`config.mk`:
```
export PLATFORM = sky130hd
export DESIGN_NAME = load_store_buffer_wakeup_queue_unit
export DESIGN_NICKNAME = d
export VERILOG_FILES = /design/src/rtl/lsbwq_pkg.sv /design/src/rtl/lsbwq_ram.sv /design/src/rtl/lsbwq_ctrl.sv /design/src/rtl/lsbwq_dp.sv /design/src/rtl/load_store_buffer_wakeup_queue_unit.sv
export SDC_FILE = /design/constraint.sdc
export NUM_CORES = 2
export LEC_CHECK = 0
export ABC_AREA = 1
export BUFFER_PORTS_ARGS = -buffer_cell sky130_fd_sc_hd__buf_2
export CORE_ASPECT_RATIO = 1.75
export CORE_MARGIN = 5
export CORE_UTILIZATION = 40
export CTS_CLUSTER_SIZE = 10
export DETAILED_ROUTE_END_ITERATION = 10
export PLACE_DENSITY = 0.59
export REMOVE_ABC_BUFFERS = 1
export SETUP_SLACK_MARGIN = 0.05
export SLEW_MARGIN = 10
export SYNTH_ARGS = -nofsm -noshare
export SYNTH_HDL_FRONTEND = slang
export SYNTH_SLANG_ARGS = --single-unit
```
`constraint.sdc`:
```
create_clock -name i_clk -period 4.1 [get_ports i_clk]
set_clock_uncertainty 0.05 [all_clocks]
set_input_delay 1.23 -clock i_clk [delete_from_list [all_inputs] [get_ports i_clk]]
set_output_delay 1.23 -clock i_clk [all_outputs]
set_load 0.005 [all_outputs]
```
`src/rtl/lsbwq_pkg.sv`:
```
// Shared types and constants for the load/store buffer wakeup queue.
package lsbwq_pkg;

    // Default sizing, handed to the top-level parameters.
    localparam int QUEUE_DEPTH_DEF = 32;
    localparam int TAG_COUNT_DEF   = 32;
    localparam int READY_TICKS_DEF = 3;

    // Fixed field widths.
    localparam int DATA_W = 32;
    localparam int OFF_W  = 12;

    // Request codes.
    typedef enum logic [1:0] {
        REQ_ENQ   = 2'd0,
        REQ_WAKE  = 2'd1,
        REQ_TICK  = 2'd2,
        REQ_FLUSH = 2'd3
    } t_req;

    // Controller to datapath commands.
    typedef struct packed {
        logic enq;        // write a new entry at the tail
        logic flush;      // empty the queue
        logic wake_load;  // latch the broadcast, start the sweep at head
        logic wake_run;   // sweep one entry this cycle
        logic wake_end;   // sweep finished, emit the result
        logic tick_eval;  // head entry read is back, evaluate the tick
    } t_dp_cmd;

    // Datapath to controller status.
    typedef struct packed {
        logic scan_end;   // sweep pointer has reached the tail
        logic wb_busy;    // a write-back of the sweep is still pending
    } t_dp_stat;

endpackage

```
`src/rtl/lsbwq_ram.sv`:
```
// Generic single-write, single-read RAM with registered read data.
module lsbwq_ram #(
    parameter int WIDTH = 32,
    parameter int DEPTH = 32
) (
    input  logic                     i_clk,
    input  logic                     i_we,
    input  logic [$clog2(DEPTH)-1:0] i_waddr,
    input  logic [WIDTH-1:0]         i_wdata,
    input  logic [$clog2(DEPTH)-1:0] i_raddr,
    output logic [WIDTH-1:0]         o_rdata
);

    logic [WIDTH-1:0] r_mem [DEPTH];
    logic [WIDTH-1:0] r_rdata;

    // Write port
    always_ff @(posedge i_clk) begin
        if (i_we) begin
            r_mem[i_waddr] <= i_wdata;
        end
    end

    // Registered read port
    always_ff @(posedge i_clk) begin
        r_rdata <= r_mem[i_raddr];
    end

    assign o_rdata = r_rdata;

endmodule

```
`src/rtl/lsbwq_ctrl.sv`:
```
// Request sequencer for the load/store buffer wakeup queue.
module lsbwq_ctrl (
    input  logic                i_clk,
    input  logic                i_rst_n,
    input  logic                start,
    input  logic [1:0]          i_req_type,
    input  lsbwq_pkg::t_dp_stat i_stat,
    output lsbwq_pkg::t_dp_cmd  o_cmd,
    output logic                busy
);

    typedef enum logic [2:0] {
        S_IDLE = 3'b001,
        S_TICK = 3'b010,
        S_WAKE = 3'b100
    } t_state;

    t_state r_state;
    t_state n_state;

    // Next state and commands
    always_comb begin
        n_state = r_state;
        o_cmd   = '0;
        unique case (r_state)
            S_IDLE: begin
                if (start) begin
                    unique case (lsbwq_pkg::t_req'(i_req_type))
                        lsbwq_pkg::REQ_ENQ:   o_cmd.enq = 1'b1;
                        lsbwq_pkg::REQ_FLUSH: o_cmd.flush = 1'b1;
                        lsbwq_pkg::REQ_TICK:  n_state = S_TICK;
                        lsbwq_pkg::REQ_WAKE: begin
                            o_cmd.wake_load = 1'b1;
                            n_state         = S_WAKE;
                        end
                    endcase
                end
            end
            S_TICK: begin
                o_cmd.tick_eval = 1'b1;
                n_state         = S_IDLE;
            end
            S_WAKE: begin
                o_cmd.wake_run = 1'b1;
                if (i_stat.scan_end && !i_stat.wb_busy) begin
                    o_cmd.wake_end = 1'b1;
                    n_state        = S_IDLE;
                end
            end
            default: n_state = S_IDLE;
        endcase
    end

    always_ff @(posedge i_clk) begin
        if (!i_rst_n) begin
            r_state <= S_IDLE;
        end else begin
            r_state <= n_state;
        end
    end

    assign busy = (r_state != S_IDLE);

endmodule

```
`src/rtl/lsbwq_dp.sv`:
```
// Datapath: pointers, tick counter, entry RAMs, wakeup sweep and result registers.
module lsbwq_dp #(
    parameter int QUEUE_DEPTH = lsbwq_pkg::QUEUE_DEPTH_DEF,
    parameter int TAG_COUNT   = lsbwq_pkg::TAG_COUNT_DEF,
    parameter int READY_TICKS = lsbwq_pkg::READY_TICKS_DEF
) (
    input  logic                           i_clk,
    input  logic                           i_rst_n,
    input  lsbwq_pkg::t_dp_cmd             i_cmd,
    output lsbwq_pkg::t_dp_stat            o_stat,
    input  logic                           i_src1_wait,
    input  logic [$clog2(TAG_COUNT)-1:0]   i_src1_tag,
    input  logic [lsbwq_pkg::DATA_W-1:0]   i_src1_value,
    input  logic                           i_src2_wait,
    input  logic [$clog2(TAG_COUNT)-1:0]   i_src2_tag,
    input  logic [lsbwq_pkg::DATA_W-1:0]   i_src2_value,
    input  logic [lsbwq_pkg::OFF_W-1:0]    i_offset_raw,
    input  logic [$clog2(TAG_COUNT)-1:0]   i_dest_tag,
    input  logic [$clog2(TAG_COUNT)-1:0]   i_bcast_tag,
    input  logic [lsbwq_pkg::DATA_W-1:0]   i_bcast_value,
    output logic                           o_valid,
    output logic                           o_queue_full,
    output logic                           o_done_res,
    output logic [$clog2(TAG_COUNT)-1:0]   o_done_dest,
    output logic [lsbwq_pkg::DATA_W-1:0]   o_done_address,
    output logic [lsbwq_pkg::DATA_W-1:0]   o_done_value
);

    localparam int PTR_W  = $clog2(QUEUE_DEPTH);
    localparam int TAG_W  = $clog2(TAG_COUNT);
    localparam int CNT_W  = $clog2(READY_TICKS + 1);
    localparam int DATA_W = lsbwq_pkg::DATA_W;
    localparam int OFF_W  = lsbwq_pkg::OFF_W;
    // wait word: A wait, A tag, B wait, B tag
    localparam int WAIT_W = 2 * TAG_W + 2;
    localparam int A_BIT  = 2 * TAG_W + 1;
    localparam int B_BIT  = TAG_W;
    // offset/dest word: offset above dest tag
    localparam int OD_W   = OFF_W + TAG_W;

    function automatic logic [PTR_W-1:0] f_next(input logic [PTR_W-1:0] p);
        f_next = (p == PTR_W'(QUEUE_DEPTH - 1)) ? '0 : p + PTR_W'(1);
    endfunction

    logic [PTR_W-1:0]  r_head, n_head;
    logic [PTR_W-1:0]  r_tail, n_tail;
    logic [CNT_W-1:0]  r_cnt, n_cnt;
    logic [PTR_W-1:0]  r_scan, n_scan;
    logic              r_wb_vld, n_wb_vld;
    logic [PTR_W-1:0]  r_wb_addr;
    logic [TAG_W-1:0]  r_bc_tag;
    logic [DATA_W-1:0] r_bc_value;

    logic              r_valid, n_valid;
    logic              r_done, n_done;
    logic [TAG_W-1:0]  r_dest, n_dest;
    logic [DATA_W-1:0] r_addr, n_addr;
    logic [DATA_W-1:0] r_val, n_val;

    logic              full;
    logic              enq_ok;
    logic [PTR_W-1:0]  rd_addr;
    logic [CNT_W-1:0]  cnt_inc;
    logic              head_ready;

    logic [DATA_W-1:0] a_rd, b_rd;
    logic [WAIT_W-1:0] wait_rd;
    logic [OD_W-1:0]   od_rd;
    logic [OFF_W-1:0]  off_rd;

    logic              a_hit, b_hit;
    logic [WAIT_W-1:0] wait_wb;

    logic              a_we, b_we, wait_we;
    logic [PTR_W-1:0]  wr_addr;
    logic [DATA_W-1:0] a_wdata, b_wdata;
    logic [WAIT_W-1:0] wait_wdata;

    assign full    = (f_next(r_tail) == r_head);
    assign enq_ok  = i_cmd.enq && !full;
    assign rd_addr = i_cmd.wake_run ? r_scan : r_head;

    // Sweep write-back: clear the operands that wait on the broadcast tag
    assign a_hit = wait_rd[A_BIT] && (wait_rd[A_BIT-1 -: TAG_W] == r_bc_tag);
    assign b_hit = wait_rd[B_BIT] && (wait_rd[TAG_W-1:0] == r_bc_tag);
    always_comb begin
        wait_wb = wait_rd;
        if (a_hit) begin
            wait_wb[A_BIT] = 1'b0;
        end
        if (b_hit) begin
            wait_wb[B_BIT] = 1'b0;
        end
    end

    // RAM write muxes: enqueue at tail, or sweep write-back
    assign wr_addr    = r_wb_vld ? r_wb_addr : r_tail;
    assign wait_we    = enq_ok || r_wb_vld;
    assign a_we       = enq_ok || (r_wb_vld && a_hit);
    assign b_we       = enq_ok || (r_wb_vld && b_hit);
    assign wait_wdata = r_wb_vld ? wait_wb
                                 : {i_src1_wait, i_src1_tag, i_src2_wait, i_src2_tag};
    assign a_wdata    = r_wb_vld ? r_bc_value : i_src1_value;
    assign b_wdata    = r_wb_vld ? r_bc_value : i_src2_value;

    lsbwq_ram #(.WIDTH(DATA_W), .DEPTH(QUEUE_DEPTH)) u_ram_a (
        .i_clk   (i_clk),
        .i_we    (a_we),
        .i_waddr (wr_addr),
        .i_wdata (a_wdata),
        .i_raddr (rd_addr),
        .o_rdata (a_rd)
    );

    lsbwq_ram #(.WIDTH(DATA_W), .DEPTH(QUEUE_DEPTH)) u_ram_b (
        .i_clk   (i_clk),
        .i_we    (b_we),
        .i_waddr (wr_addr),
        .i_wdata (b_wdata),
        .i_raddr (rd_addr),
        .o_rdata (b_rd)
    );

    lsbwq_ram #(.WIDTH(WAIT_W), .DEPTH(QUEUE_DEPTH)) u_ram_wait (
        .i_clk   (i_clk),
        .i_we    (wait_we),
        .i_waddr (wr_addr),
        .i_wdata (wait_wdata),
        .i_raddr (rd_addr),
        .o_rdata (wait_rd)
    );

    lsbwq_ram #(.WIDTH(OD_W), .DEPTH(QUEUE_DEPTH)) u_ram_od (
        .i_clk   (i_clk),
        .i_we    (enq_ok),
        .i_waddr (r_tail),
        .i_wdata ({i_offset_raw, i_dest_tag}),
        .i_raddr (rd_addr),
        .o_rdata (od_rd)
    );

    assign off_rd     = od_rd[OD_W-1:TAG_W];
    assign cnt_inc    = r_cnt + CNT_W'(1);
    assign head_ready = (r_head != r_tail) && !wait_rd[A_BIT] && !wait_rd[B_BIT];

    // Pointer, counter, sweep and result next-state
    always_comb begin
        n_head   = r_head;
        n_tail   = r_tail;
        n_cnt    = r_cnt;
        n_scan   = r_scan;
        n_wb_vld = r_wb_vld;
        n_valid  = i_cmd.enq || i_cmd.flush || i_cmd.tick_eval || i_cmd.wake_end;
        n_done   = 1'b0;
        n_dest   = '0;
        n_addr   = '0;
        n_val    = '0;

        if (enq_ok) begin
            n_tail = f_next(r_tail);
        end
        if (i_cmd.flush) begin
            n_head = '0;
            n_tail = '0;
            n_cnt  = '0;
        end
        if (i_cmd.wake_load) begin
            n_scan   = r_head;
            n_wb_vld = 1'b0;
        end
        if (i_cmd.wake_run) begin
            n_wb_vld = (r_scan != r_tail);
            if (r_scan != r_tail) begin
                n_scan = f_next(r_scan);
            end
        end
        if (i_cmd.tick_eval && head_ready) begin
            if (cnt_inc == CNT_W'(READY_TICKS)) begin
                n_done = 1'b1;
                n_dest = od_rd[TAG_W-1:0];
                n_addr = a_rd + {{(DATA_W - OFF_W){off_rd[OFF_W-1]}}, off_rd};
                n_val  = b_rd;
                n_head = f_next(r_head);
                n_cnt  = '0;
            end else begin
                n_cnt = cnt_inc;
            end
        end
    end

    always_ff @(posedge i_clk) begin
        if (!i_rst_n) begin
            r_head   <= '0;
            r_tail   <= '0;
            r_cnt    <= '0;
            r_wb_vld <= 1'b0;
            r_valid  <= 1'b0;
            r_done   <= 1'b0;
        end else begin
            r_head   <= n_head;
            r_tail   <= n_tail;
            r_cnt    <= n_cnt;
            r_wb_vld <= n_wb_vld;
            r_valid  <= n_valid;
            r_done   <= n_done;
        end
    end

    // Payload registers
    always_ff @(posedge i_clk) begin
        r_scan    <= n_scan;
        r_wb_addr <= r_scan;
        r_dest    <= n_dest;
        r_addr    <= n_addr;
        r_val     <= n_val;
        if (i_cmd.wake_load) begin
            r_bc_tag   <= i_bcast_tag;
            r_bc_value <= i_bcast_value;
        end
    end

    assign o_stat.scan_end = (r_scan == r_tail);
    assign o_stat.wb_busy  = r_wb_vld;

    assign o_valid        = r_valid;
    assign o_queue_full   = full;
    assign o_done_res     = r_done;
    assign o_done_dest    = r_dest;
    assign o_done_address = r_addr;
    assign o_done_value   = r_val;

endmodule

```
`src/rtl/load_store_buffer_wakeup_queue_unit.sv`:
```
// Top level of the load/store buffer wakeup queue.
//
//  channel   | handshake                 | payload
//  ----------+---------------------------+---------------------------------------------
//  request   | start in, busy out        | i_req_type, i_src1_*, i_src2_*, i_offset_raw,
//            |                           | i_dest_tag, i_bcast_tag, i_bcast_value
//  result    | o_valid out (one cycle)   | o_queue_full, o_done_res, o_done_dest,
//            |                           | o_done_address, o_done_value
//
//  Enqueue and flush leave busy low; their result strobes the next cycle.
//  Tick holds busy while the head entry is read from the RAMs; the result follows.
//  Wakeup holds busy until the sweep is done: the sweep reads one
//  entry a cycle through the wait-tag RAM read port and writes it back the next.
//  Synchronous active-low reset empties the queue and clears the tick counter.
//  Every request gives exactly one result; the receiver cannot stall it.
module load_store_buffer_wakeup_queue_unit #(
    parameter int QUEUE_DEPTH = lsbwq_pkg::QUEUE_DEPTH_DEF,
    parameter int TAG_COUNT   = lsbwq_pkg::TAG_COUNT_DEF,
    parameter int READY_TICKS = lsbwq_pkg::READY_TICKS_DEF
) (
    input  logic                           i_clk,
    input  logic                           i_rst_n,
    input  logic                           start,
    output logic                           busy,
    input  logic [1:0]                     i_req_type,
    input  logic                           i_src1_wait,
    input  logic [$clog2(TAG_COUNT)-1:0]   i_src1_tag,
    input  logic [lsbwq_pkg::DATA_W-1:0]   i_src1_value,
    input  logic                           i_src2_wait,
    input  logic [$clog2(TAG_COUNT)-1:0]   i_src2_tag,
    input  logic [lsbwq_pkg::DATA_W-1:0]   i_src2_value,
    input  logic [lsbwq_pkg::OFF_W-1:0]    i_offset_raw,
    input  logic [$clog2(TAG_COUNT)-1:0]   i_dest_tag,
    input  logic [$clog2(TAG_COUNT)-1:0]   i_bcast_tag,
    input  logic [lsbwq_pkg::DATA_W-1:0]   i_bcast_value,
    output logic                           o_valid,
    output logic                           o_queue_full,
    output logic                           o_done_res,
    output logic [$clog2(TAG_COUNT)-1:0]   o_done_dest,
    output logic [lsbwq_pkg::DATA_W-1:0]   o_done_address,
    output logic [lsbwq_pkg::DATA_W-1:0]   o_done_value
);

    lsbwq_pkg::t_dp_cmd  cmd;
    lsbwq_pkg::t_dp_stat stat;

    lsbwq_ctrl u_ctrl (
        .i_clk      (i_clk),
        .i_rst_n    (i_rst_n),
        .start      (start),
        .i_req_type (i_req_type),
        .i_stat     (stat),
        .o_cmd      (cmd),
        .busy       (busy)
    );

    lsbwq_dp #(
        .QUEUE_DEPTH (QUEUE_DEPTH),
        .TAG_COUNT   (TAG_COUNT),
        .READY_TICKS (READY_TICKS)
    ) u_dp (
        .i_clk          (i_clk),
        .i_rst_n        (i_rst_n),
        .i_cmd          (cmd),
        .o_stat         (stat),
        .i_src1_wait    (i_src1_wait),
        .i_src1_tag     (i_src1_tag),
        .i_src1_value   (i_src1_value),
        .i_src2_wait    (i_src2_wait),
        .i_src2_tag     (i_src2_tag),
        .i_src2_value   (i_src2_value),
        .i_offset_raw   (i_offset_raw),
        .i_dest_tag     (i_dest_tag),
        .i_bcast_tag    (i_bcast_tag),
        .i_bcast_value  (i_bcast_value),
        .o_valid        (o_valid),
        .o_queue_full   (o_queue_full),
        .o_done_res     (o_done_res),
        .o_done_dest    (o_done_dest),
        .o_done_address (o_done_address),
        .o_done_value   (o_done_value)
    );

    // Results only come out once the sequencer is back to taking requests
    a_valid_not_busy: assert property (@(posedge i_clk) disable iff (!i_rst_n)
        o_valid |-> !busy)
        else $error("result strobe while busy");

    // Enqueue and flush requests answer on the next cycle
    a_fast_req_result: assert property (@(posedge i_clk) disable iff (!i_rst_n)
        (start && !busy && (i_req_type == lsbwq_pkg::REQ_ENQ ||
                            i_req_type == lsbwq_pkg::REQ_FLUSH)) |=> o_valid)
        else $error("enqueue or flush gave no result");

    // A completion only travels with a result strobe
    a_done_with_valid: assert property (@(posedge i_clk) disable iff (!i_rst_n)
        o_done_res |-> o_valid)
        else $error("completion without result strobe");

    // Busy only rises on an accepted request
    a_busy_from_start: assert property (@(posedge i_clk) disable iff (!i_rst_n)
        $rose(busy) |-> $past(start))
        else $error("busy rose without a request");

endmodule

```
After elaboration in Yosys (flattened, before gate mapping)
Memory sizes are Yosys's and may differ from the RTL's. A register that Yosys moved wholly into a read port is not among the register bits.
Cells that the tools add are included.

storage, ports and cells
  memories kept = 4
  memory bits (writable) = 2,976
  flip-flop bits (word level) = 134
  output and inout bits = 73
  input bits = 135

memory list
  name                   words  bits a word  read ports  clocked after memory_dff  write ports  RTL line         RTL
  u_dp.u_ram_a.r_mem     32     32           1           1                         1            lsbwq_ram.sv:14  logic [WIDTH-1:0] r_mem [DEPTH];
  u_dp.u_ram_b.r_mem     32     32           1           1                         1            lsbwq_ram.sv:14
  u_dp.u_ram_od.r_mem    32     17           1           1                         1            lsbwq_ram.sv:14
  u_dp.u_ram_wait.r_mem  32     12           1           1                         1            lsbwq_ram.sv:14

operators by class
  multiplexer cells = 42
  equality and inequality tests = 20
  add/subtract/negate cells = 5
  reduce and logical (&&, ||, !) cells = 26
  bitwise operators = 1

operator list
  operator                                              count
  two-way mux 32 bit                                    2
  two-way mux 5 bit                                     11
  adder 32 bit                                          1
  equality test 5 bit                                   4
  two-way mux 1 bit                                     18
  adder 5 x 1 -> 5 bit (second input constant)          3
  equality test 5 bit (second input constant)           3
  two-way mux 12 bit                                    1
  two-way mux 3 bit                                     4
  case mux 3 bit (2 select lines)                       2
  != test 5 bit                                         2
  logical AND 1 bit                                     9
  two-way mux 2 bit                                     4
  equality test 2 bit (second input constant)           3
  logical OR 1 bit                                      6
  zero test 1 bit                                       4
  AND reduction 2 bit                                   2
  nonzero test 2 bit                                    2
  equality test 3 x 1 -> 1 bit (second input constant)  1
  equality test 3 x 2 -> 1 bit (second input constant)  1
  equality test 3 bit (second input constant)           1
  != test 3 x 1 -> 1 bit (second input constant)        1
  != test 3 bit (second input constant)                 1
  AND reduction 3 bit                                   1
  other kinds (7)                                       7

Longest topological paths before layout
  depth in word-level cells = 8
  gate-level depth with buffers = 16

Modules after synthesis
A second synthesis with hierarchy kept.

unflattened totals
  cells, all modules = 11,565
  area total of the unflattened synthesis = 131,364.7 um2

modules (own cells, without submodules)
  module                         cells an instance  instances  seq. area each (um2)  area each (um2)
  lsbwq_ram at u_dp.u_ram_a ...  3,536              2          31,390.1              42,405.7
  lsbwq_ram at u_dp.u_ram_od     1,902              1          16,676.0              22,379.0
  lsbwq_ram at u_dp.u_ram_wait   1,358              1          11,771.3              15,899.0
  lsbwq_dp                       1,197              1          2,992.9               8,071.5
  lsbwq_ctrl                     36                 1          60.1                  203.9

Worst setup path before layout
OpenSTA, ideal clock, no wires.

  kind = input -> register
  from = input start
  to = memory u_dp.u_ram_b.r_mem[10][0] (enable)
  path buffers = 2
  cell stages on the path = 8
  data required time = 3.629 ns
  slack = 0.027 ns
  setup time = 0.421 ns
  data arrival time = 3.601 ns
  cell sequence = inv_1 > nor4_4 > nand2_1 > inv_2 > buf_4 > nor2_4 > buf_4 > nor2_1

between the ends
  cells in the longest elaborated chain, start to end = 6

RTL lines
  what                                     RTL line                                   RTL
  from (decl)                              load_store_buffer_wakeup_queue_unit.sv:23  input logic start,
  two-way mux 3 bit                        lsbwq_ctrl.sv:27                           if (start) begin
  two-way mux 3 bit                        lsbwq_ctrl.sv:25                           unique case (r_state)
  logical AND 1 bit                        lsbwq_dp.sv:80                             assign enq_ok = i_cmd.enq && !full;
  logical OR 1 bit                         lsbwq_dp.sv:100                            assign b_we = enq_ok || (r_wb_vld && b_hit);
  two-way mux 1 bit                        lsbwq_ram.sv:19                            if (i_we) begin
  two-way mux 1 bit (not written as such)  lsbwq_ram.sv:20                            r_mem[i_waddr] <= i_wdata;
  to (decl)                                lsbwq_ram.sv:14

Every way passes these cells.

Worst setup path after layout
  from = register u_dp.r_tail[0]
  to = output o_queue_full

between the ends
  cells in the longest elaborated chain, start to end = 3
  elaborated cells on any way between the ends = 4
  those cells by class = 1 x add/sub; 2 x eq/ne; 1 x mux

RTL lines
  what                                                         RTL line                                   RTL
  from (decl)                                                  lsbwq_dp.sv:46                             logic [PTR_W-1:0] r_tail, n_tail;
  from (signal assigned)                                       lsbwq_dp.sv:201                            r_tail <= n_tail;
  adder 5 x 1 -> 5 bit or equality test 5 bit (tied branches)  lsbwq_dp.sv:42                             f_next = (p == PTR_W'(QUEUE_DEPTH - 1)) ? '0 : p + PTR_W'(1);
  two-way mux 5 bit *                                          lsbwq_dp.sv:42
  equality test 5 bit *                                        lsbwq_dp.sv:79                             assign full = (f_next(r_tail) == r_head);
  to (decl)                                                    load_store_buffer_wakeup_queue_unit.sv:37  output logic o_queue_full,

Every way passes the cells marked *; elsewhere a longest branch is shown, timed or not.

==> impl_results.md <==
- Outcome: completed
- Final setup fails: 0
- Die Height: 761 um
- Non-Filler Instances: 15.8k
- Clock Path Buffers: 4
- Routed WL: 437000 um
- Largest area contributor in the netlist: edfxtp_1
- Critical path type: flop to output port
- CTS tree: done
- Max Cap Violations: 0
- Worst skew pair latency: 920 ps
- I/O pins: 208
- Drt pass-1 iters: 7
- Antenna violations before repair: 19
- Placed insts: 15.2k
- Core area: 0.322 sq mm
- R2r endpoint: u_dp.u_ram_a.o_rdata[14]
- Maximum operating frequency: approximately 250 MHz
- Via count: 89.4k
- Relative slew slack: 0.154
- Required @ worst endpoint: ~2800 ps
- LEAKAGE: 52.8 nW
- Synthesized area per cell: 11.8 sq um
- PortBufs: 207
- Seq/Total Area, Yosys: 0.730
- DP HPWL: 284000 um
- Worst slew pin tran: 1270 ps
- Yosys top cell area share: 0.701
- Gate Count Post-Synth: 10.9k
- Drt via density: 5.65
- Met3 WL: 29400 um
- Design Area, Final: 0.149 sq mm
- Chip width: roughly 440 um
- Post-layout min period: roughly 3900 ps
- Commonest non-fill, non-tap cell in the layout: nand3_1
- Synth Area in Adders: 0.00403
- Initial Utilization: 0.401
- Synth Area in XOR/XNOR: 0.00170
- First-pass GRT wire length: ~620000 um
- CP Launch Type: flop
- Crit path largest cell delay: 340 ps
- Fin util: 0.464
- Critical Path End Type: output port
- Max Used Layer: met5
- Area grow syn2layout: 15.7%
- Antenna Violating Nets Remaining: 0
- Crit path buf inv count: 4
- Slowest CP cell: dfxtp_2
- Metal-1 WL: 151000 um
- R2R Setup Slk: 440 ps
- Worst Reg-to-Reg Cells: 13
- Pwr dens: 462 mW/mm^2
- Gr usage total: 0.254
- Starting DRT DRC Count: 9843
- Cell family with most CP delay: simple AND/OR/NAND/NOR gates
- WP data arrival: 2660 ps
- Layout cells sized above 1: 0.111
- Hold WS: 357 ps
- Hold path start: u_dp.u_ram_b.o_rdata[14]
- H-tree levels: 5
- Leading cell types in the layout, fill and taps excluded: nand3_1, edfxtp_1, nand2_1
- Num CTS Buffers: 367
- RSZ-0062 raised after global routing: no
- Peak supply drop: 0.000336 V
- Synthesized area: about 0.13 sq mm
- CTS Sinks: 3203
- Row count: 276
- Tcrit/Tclk final: 0.960
- Ranking of synthesized cells by area: edfxtp_1, nand3_1, nand2_1
- Yosys cell types: 39
- Met2 Wirelength: 219000 um
- FF-to-FF Start: u_ctrl.r_state[0]
- Vias in the first global route: roughly 88k
- Mux share of post-synthesis cell area: 0
- Largest net degree at the start of global routing: 162
- Worst setup startpoint: u_dp.r_tail[0]
- CP most frequent cell: nand2_1
- Hold Vio Cnt, Final: 0
- Compound-Gate Fraction of Synth Area: 0.00563
- Hold Path Sink: u_dp.o_done_value[14]
- Yosys warning total: 0
- Hold Path Class: flop to flop
- Largest family of logic cells by synthesized area: simple AND/OR/NAND/NOR gates
- Worst-path clk slew: ~60 ps
- Drc violations: 0
- Depth of the worst hold-timing path: 2
- Layout net count: between 10k and 15k
- Clock Root Buffer: clkbuf_16
- Critical path cell sequence: ha_4 > nand2_1 > nor2_1 > ha_2 > inv_2 > nand2_1 > nand2_1 > nand2_1 > nor3_2 > nand3_1 > buf_6 > inv_6 > buf_6
- FF+latch count, synth: 3203
- Post-route setup TNS: 0 ps
- Placer Congestion: approximately 0.90
- Grt ovf: 0
- CP max FO: 4
- Pins Over Slew Limit: 0
- Die area: 0.335 sq mm
- Simple-gate share of the synthesized area: 0.227
- Placed cell areas: 0.139 sq mm
- WL per Instance: 27.6 um
routing by layer:
metal,vias up,GRT usage
met1,44194,0.288
met4,12,0.182
met3,1115,0.0352
met5,-,0
li1,39670,-
met2,4381,0.439
flip-flops by register name, indices dropped and copies added (netlist names), 12 cells and up:
register                 cells
u_dp.u_ram_a.r_mem        1024
u_dp.u_ram_b.r_mem        1024
u_dp.u_ram_od.r_mem        544
u_dp.u_ram_wait.r_mem      384
u_dp.o_done_address         32
u_dp.o_done_value           32
u_dp.r_bc_value             32
u_dp.u_ram_a.o_rdata        32
u_dp.u_ram_b.o_rdata        32
u_dp.u_ram_od.o_rdata       17
u_dp.u_ram_wait.o_rdata     12
cell usage after synthesis, drive strengths merged:
cell and number:
nor4 2, o211ai 3, a31oi 3, o21a 1
nand3b 1, nand4 7, nor2 287, buf 461
ha 40, nand3 3393, o21bai 4, xnor2 4
or2 5, dfxtp 190, nor3 20, fa 1
inv 150, o21ai 57, xor2 21, clkbuf 272
a21oi 65, a21o 2, nor3b 1, nand2 2942
edfxtp 3013
cell type report:
cell class	instances	area, sq um
fillers	28787	173000
flip-flops and latches	3203	94300
multi-input cells	6859	31700
clock buffers	575	10200
repair buffers	691	6910
well taps	4309	5390
inverters	150	598
clock inverters	23	299
diodes	3	7.51
timing repair:
item / 4_1_cts / 5_1_grt
pin swaps: 6 / 3
hold buffers: 0 / 0
gates cloned: 0 / 0
setup endpoints to repair: 1 / 1
resized for setup: 13 / 4
buffers inserted: 4 / 1
through the flow:
| step | power (mW) | worst slack, ps |
|---|---|---|
| final | 69.0 | 164 |
| after global routing | 70.9 | 61.6 |
| after CTS | 69.5 | 53.2 |
| after detailed placement | 39.8 | 397 |
| after global placement | 39.8 | 339 |
| after floorplan | 38.3 | -34800 |
power by group:
part	switching, mW	leakage, nW	internal [mW]	total [mW]
logic	2.28	19.1	0.628	2.91
clock network	12.7	5.04	17.1	29.8
registers	0.148	28.7	36.1	36.2
worst max path at each step:
stage	endpoint	depth (start not counted)
after global placement	u_dp.u_ram_b.r_mem[17][8]	17
final	o_queue_full	13
after floorplan	u_dp.u_ram_a.o_rdata[23]	8
after global routing	o_queue_full	12
after detailed placement	u_dp.u_ram_b.r_mem[16][9]	11
after CTS	o_queue_full	10
cells by family (layout without fill, tap and decap cells):
logic type               count (synthesis)  after routing
other                                    0              3
adder cells (fa/ha/maj)                 41             41
flip-flops                            3203           3203
buffers and inverters                  883           1439
AO/OA/AOI/OAI                          135            135
AND/OR/NAND/NOR                       6658           6658
XOR/XNOR                                25             25
worst min-delay path: stages, from the launching register on:
cell and delay [ps]:
dfxtp_1 290, inv_1 40, nor2_1 30
No activity file was read; power rests on OpenSTA's default activity.
